## src/dfma_pkg.sv

```systemverilog
`timescale 1ns / 1ps
`default_nettype none
// ----------------------------------------------------------------------------
// dfma_pkg
// Types, protocol constants and the hostname tag function of the anonymizer.
// ----------------------------------------------------------------------------
package dfma_pkg;

	typedef enum logic [1:0] {
		CMD_LOAD    = 2'd0,
		CMD_PROCESS = 2'd1,
		CMD_READ    = 2'd2,
		CMD_NOP     = 2'd3
	} cmd_t;

	typedef enum logic [5:0] {
		ST_IDLE, ST_RD_WAIT, ST_START, ST_GATH, ST_HASH, ST_LEARN_ID, ST_LEARN_SYN,
		ST_REP_CHK, ST_REP_WR, ST_ETH_SRC, ST_ETH_TYPE, ST_ETH_TYPE2, ST_ARP_TPA,
		ST_ARP_DONE, ST_IP_VER, ST_IP_PROTO, ST_UDP_HDR, ST_BOOT_HW, ST_BOOT_DONE,
		ST_COOKIE, ST_MAGIC, ST_OPT, ST_OPT_CODE, ST_OPT_LEN, ST_OPT_NEXT, ST_CID,
		ST_CID_DONE, ST_HN_START, ST_HN_WR, ST_PAY_END, ST_CK_PSEUDO, ST_CK_SUM,
		ST_CK_FOLD, ST_CK_WR_HI, ST_CK_WR_LO, ST_FINISH
	} state_t;

	localparam logic [63:0] FNV_OFFSET     = 64'hcbf29ce484222325;
	localparam logic [63:0] FNV_PRIME      = 64'h00000100000001b3;
	localparam int          FNV_PRIME_SHIFT = 40;

	localparam logic [15:0] ETHERTYPE_ARP  = 16'h0806;
	localparam logic [15:0] ETHERTYPE_IPV4 = 16'h0800;
	localparam logic [15:0] PORT_BOOTPS    = 16'd67;
	localparam logic [15:0] PORT_BOOTPC    = 16'd68;
	localparam logic [7:0]  IP_PROTO_UDP   = 8'd17;
	localparam logic [7:0]  HTYPE_ETH      = 8'd1;
	localparam logic [7:0]  HLEN_ETH       = 8'd6;
	localparam logic [7:0]  OPT_PAD        = 8'h00;
	localparam logic [7:0]  OPT_END        = 8'hff;
	localparam logic [7:0]  OPT_HOSTNAME   = 8'd12;
	localparam logic [7:0]  OPT_CLIENT_ID  = 8'd61;
	localparam logic [7:0]  LOCAL_ADMIN    = 8'h02;
	localparam logic [31:0] DHCP_MAGIC     = 32'h63825363;
	localparam logic [4:0]  TAG_LAST       = 5'd16;

	// Byte idx of the 17-character hostname tag: a fixed nine-byte prefix
	// followed by the low hash word as eight lowercase hex digits.
	function automatic logic [7:0] tag_byte(input logic [4:0] idx, input logic [31:0] low);
		logic [4:0] k;
		logic [3:0] nib;
		logic [7:0] res;
		k   = idx - 5'd9;
		nib = low[(5'd31 - {k[2:0], 2'b00}) -: 4];
		unique case (idx)
			5'd0:    res = 8'h6e;
			5'd1:    res = 8'h64;
			5'd2:    res = 8'h73;
			5'd3:    res = 8'h67;
			5'd4:    res = 8'h75;
			5'd5:    res = 8'h65;
			5'd6:    res = 8'h73;
			5'd7:    res = 8'h74;
			5'd8:    res = 8'h2d;
			default: res = (nib < 4'd10) ? (8'h30 + {4'b0, nib}) : (8'h57 + {4'b0, nib});
		endcase
		return res;
	endfunction

endpackage
`default_nettype wire

```

## src/dfma_fnv.sv

```systemverilog
`timescale 1ns / 1ps
`default_nettype none
// ----------------------------------------------------------------------------
// dfma_fnv
// Shared FNV-1a-64 hash unit, one byte per step.
// ----------------------------------------------------------------------------
module dfma_fnv import dfma_pkg::*; (
	input  wire logic        clk,
	input  wire logic        init,
	input  wire logic        step,
	input  wire logic [7:0]  byte_in,
	output logic      [63:0] hash
);

	logic [63:0] h_q;
	logic [63:0] x;

	assign x = h_q ^ {56'b0, byte_in};

	// The prime is 2^40 plus a 9-bit term, so the product is a shift and a
	// narrow multiply.
	always_ff @(posedge clk) begin
		if (init) begin
			h_q <= FNV_OFFSET;
		end else if (step) begin
			h_q <= (x << FNV_PRIME_SHIFT) + (x * {55'b0, FNV_PRIME[8:0]});
		end
	end

	assign hash = h_q;

endmodule
`default_nettype wire

```

## config.mk

```make
export PLATFORM = sky130hd
export DESIGN_NAME = dfma_fnv
export DESIGN_NICKNAME = d
export VERILOG_FILES = /design/src/dfma_pkg.sv /design/src/dfma_fnv.sv
export SDC_FILE = /design/constraint.sdc
export NUM_CORES = 1
export LEC_CHECK = 0
export BUFFER_PORTS_ARGS = -buffer_cell sky130_fd_sc_hd__buf_2
export CORE_ASPECT_RATIO = 0.5
export CORE_UTILIZATION = 50
export CTS_BUF_LIST = sky130_fd_sc_hd__clkbuf_8 sky130_fd_sc_hd__clkbuf_16
export CTS_CLUSTER_DIAMETER = 200
export DETAILED_ROUTE_END_ITERATION = 12
export PLACE_DENSITY = 0.72
export SLEW_MARGIN = 25
export SYNTH_ARGS = -nofsm -noshare
export SYNTH_HDL_FRONTEND = slang
export SYNTH_SLANG_ARGS = --single-unit
```

## constraint.sdc

```tcl
create_clock -name clk -period 15.8 [get_ports clk]
set_input_delay 0.79 -clock clk [delete_from_list [all_inputs] [get_ports clk]]
set_output_delay 0.79 -clock clk [all_outputs]
set_load 0.01 [all_outputs]
```

==> impl_metrics.json <==
{
  "crit_chain": "buf_2 > xnor2_1 > inv_1 > ha_1 > xor2_1 > ha_1 > or2_2 > fa_1 > fa_1 > ha_1 > ha_1 > a211oi_1 > o21ai_0 > o211ai_1 > nand4_1 > a2111oi_0 > nor3_1 > o31ai_1 > xor2_1 > o22ai_1",
  "finalNetCount": 2108,
  "synth.area.top_cells": "fa_1, ha_1, inv_1, dfxtp_1, xor2_1",
  "antenna_cells": 0,
  "ant_nets": 0,
  "cpPeakStageDelay_ps": 590,
  "cts.sink_count": 64,
  "avgSynthCellArea_um2": 8.588,
  "area_delta_synth_final_pct": 4.093,
  "cts_buffers": 9,
  "rsz0062_at_grt": "false",
  "maxCapViolations": 0,
  "cts_tree": "done",
  "min_period_ps": 6068,
  "yosysUniqueCellTypes": 63,
  "synthArstFlopShare_pct": 0,
  "crit_slowest_cell": "a2111oi_0",
  "ys.flop_type": "dfxtp_1",
  "fin_setup_tns_ps": 0,
  "fin_util_pct": 53.96,
  "pin_count": 75,
  "crit_path_end_kind": "flip-flop",
  "syn_nets": 2122,
  "die_w_um": 244.0,
  "slew_headroom_pct": 56.67,
  "ys_warn_count": 0,
  "hp-start": "hash[2]",
  "timing_hold_violations_final": 0,
  "grt_max_degree": 49,
  "largest_reg_flops": 64,
  "synth-edff-count": 0,
  "dieArea_um2": 30020,
  "n_fill_cell": 2594,
  "initial_core_util_pct": 51.84,
  "drive_gt1_share_pct": 6.309,
  "status": "finished clean",
  "finalWirelength_um": 38930,
  "core_um2": 28250,
  "clkTransAtPathRegs_ps": 60,
  "clock-skew-final_ps": 10.75,
  "setup_viol": 0,
  "r2r-end": "hash[59]",
  "grt_pass1_vias": 11020,
  "drt_iter0_markers": 895,
  "num_vias": 11140,
  "worstSetupStartpointType": "input port",
  "synth_top_area_share_pct": 28.71,
  "yosysSeqAreaShare_pct": 8.750,
  "antenna_found_initial": 1,
  "holdPathStages": 2,
  "grt_pass1_wl_um": 61840,
  "gp_congestion": 1.023,
  "cp_max_fo": 5,
  "hpwl_um": 33600,
  "worstRegToRegCells": 18,
  "cts_root_buffer": "clkbuf_16",
  "cts_resized": 0,
  "cp.arrival_ps": 6270,
  "ys_ff_latch": 64,
  "post-synth-top-count-cell": "inv_1",
  "num_rows": 43,
  "r2r_slack_ps": 9820,
  "r2r_start": "hash[40]",
  "yosysTopAreaCell": "fa_1",
  "drc": 0,
  "first_pass_iters": 5,
  "cts_buffer_depth": 2,
  "finalMaxSlewViolations": 0,
  "die_h_um": 123.0,
  "netlist_instances": 1705,
  "worst_slew_pin_slew_ps": 650.0,
  "max_freq_mhz": 164.8,
  "clock_latency_ps": 350,
  "required_ps": 16000,
  "period_share_pct": 38.40,
  "cts.hold.buffers_added": 0,
  "min_to": "hash[2]",
  "htree_levels": 3,
  "cpMostUsedCell": "ha_1",
  "grt_util_all_layers_pct": 27.11,
  "critPathKind": "in2reg",
  "post_cts_buffers": 0,
  "overflow": 0,
  "synthesis.area_um2": 14640,
  "synth_top_cells_by_count": "inv_1, fa_1, ha_1",
  "via_per_inst": 5.361,
  "hp-class": "reg2reg",
  "port_buffers": 74,
  "post_drt_wl_per_cell_um": 18.73
}
metrics by stage:
stage	cells	hold slack (ps)	setup WS, ps	instance area [um2]
floorplan	1705	475.1	9988	14640
finish	2078	531.7	9732	15240
global route	2078	556.1	9391	15240
detailed placement	2062	510.5	9500	14920
global placement	2062	512.7	9603	14920
CTS	2078	532.9	9830	15240
final cells by class:
cell class | count | area [um2] | area share [%]
repair buffers | 78 | 400.4 | 2.627
inverters | 417 | 1565 | 10.27
clock inverters | 6 | 83.83 | 0.5500
multi-input cells | 1121 | 11190 | 73.44
clock buffers | 10 | 239.0 | 1.568
flip-flops and latches | 64 | 1281 | 8.406
well taps | 382 | 478.0 | 3.136
worst max-delay path by stage:
stage | cells past startpoint | from | slack [ps] | end
6_report | 20 | byte_in[2] | 9730 | hash[50]
2_1_floorplan | 19 | byte_in[2] | 9990 | hash[59]
4_1_cts | 20 | byte_in[2] | 9830 | hash[50]
3_5_place_dp | 20 | byte_in[2] | 9500 | hash[59]
5_1_grt | 20 | byte_in[1] | 9390 | hash[50]
3_3_place_gp | 20 | byte_in[2] | 9600 | hash[59]
cells in the final DEF (no fill, tap or decap), drive strengths merged, types with 3 or more instances in the layout:
cell type	netlist	final
a31oi	15	15
a31o	3	3
and2	5	5
ha	196	196
nand2b	5	5
o211ai	17	17
xor2	70	70
o21bai	4	4
a21oi	82	82
o21ai	58	58
a211o	4	4
mux2i	25	25
nand3	22	22
o2111ai	4	4
o31ai	5	5
nor2	85	85
fa	210	210
clkbuf	41	10
nor2b	6	6
or4	3	3
inv	417	418
o221ai	3	3
a21boi	3	3
or3	5	5
buf	62	78
and3	12	12
nand4	10	10
dfxtp	64	64
o22ai	8	8
a221oi	4	4
nor3	11	11
o21a	10	10
a211oi	11	11
nand2	90	90
a2111oi	3	3
a21o	55	55
xnor2	59	59
kinds of logic (layout without fill, tap and decap cells):
group	Yosys count	in the layout	share of synthesized area (%)
xor gates and xnor gates	129	129	7.716
muxes	25	25	1.709
DFF	64	64	8.750
AOI/OAI and AO/OA	298	298	13.41
adders and majority gates	406	406	45.46
and+or+nand+nor	263	263	8.160
buffers and inverters	520	511	14.80
metal layers:
layer	vias up	wire length, um	GRT usage [%]
li1	5332	-	-
met1	5372	18730	39.69
met2	396	15950	39.61
met3	38	3711	8.313
met4	2	527	4.375
met5	-	7	0
worst max-delay path: cells and delay by family:
kind            cells  cell delay (ps)
xor+xnor            3              660
compound gates      6             1750
fa+ha+maj           6             2090
simple gates        3              710
buf+inv             2              260
Power is left out: the tool's default activity adds up to more than one toggle a clock period on the data nets, which glitch-free logic cannot reach.
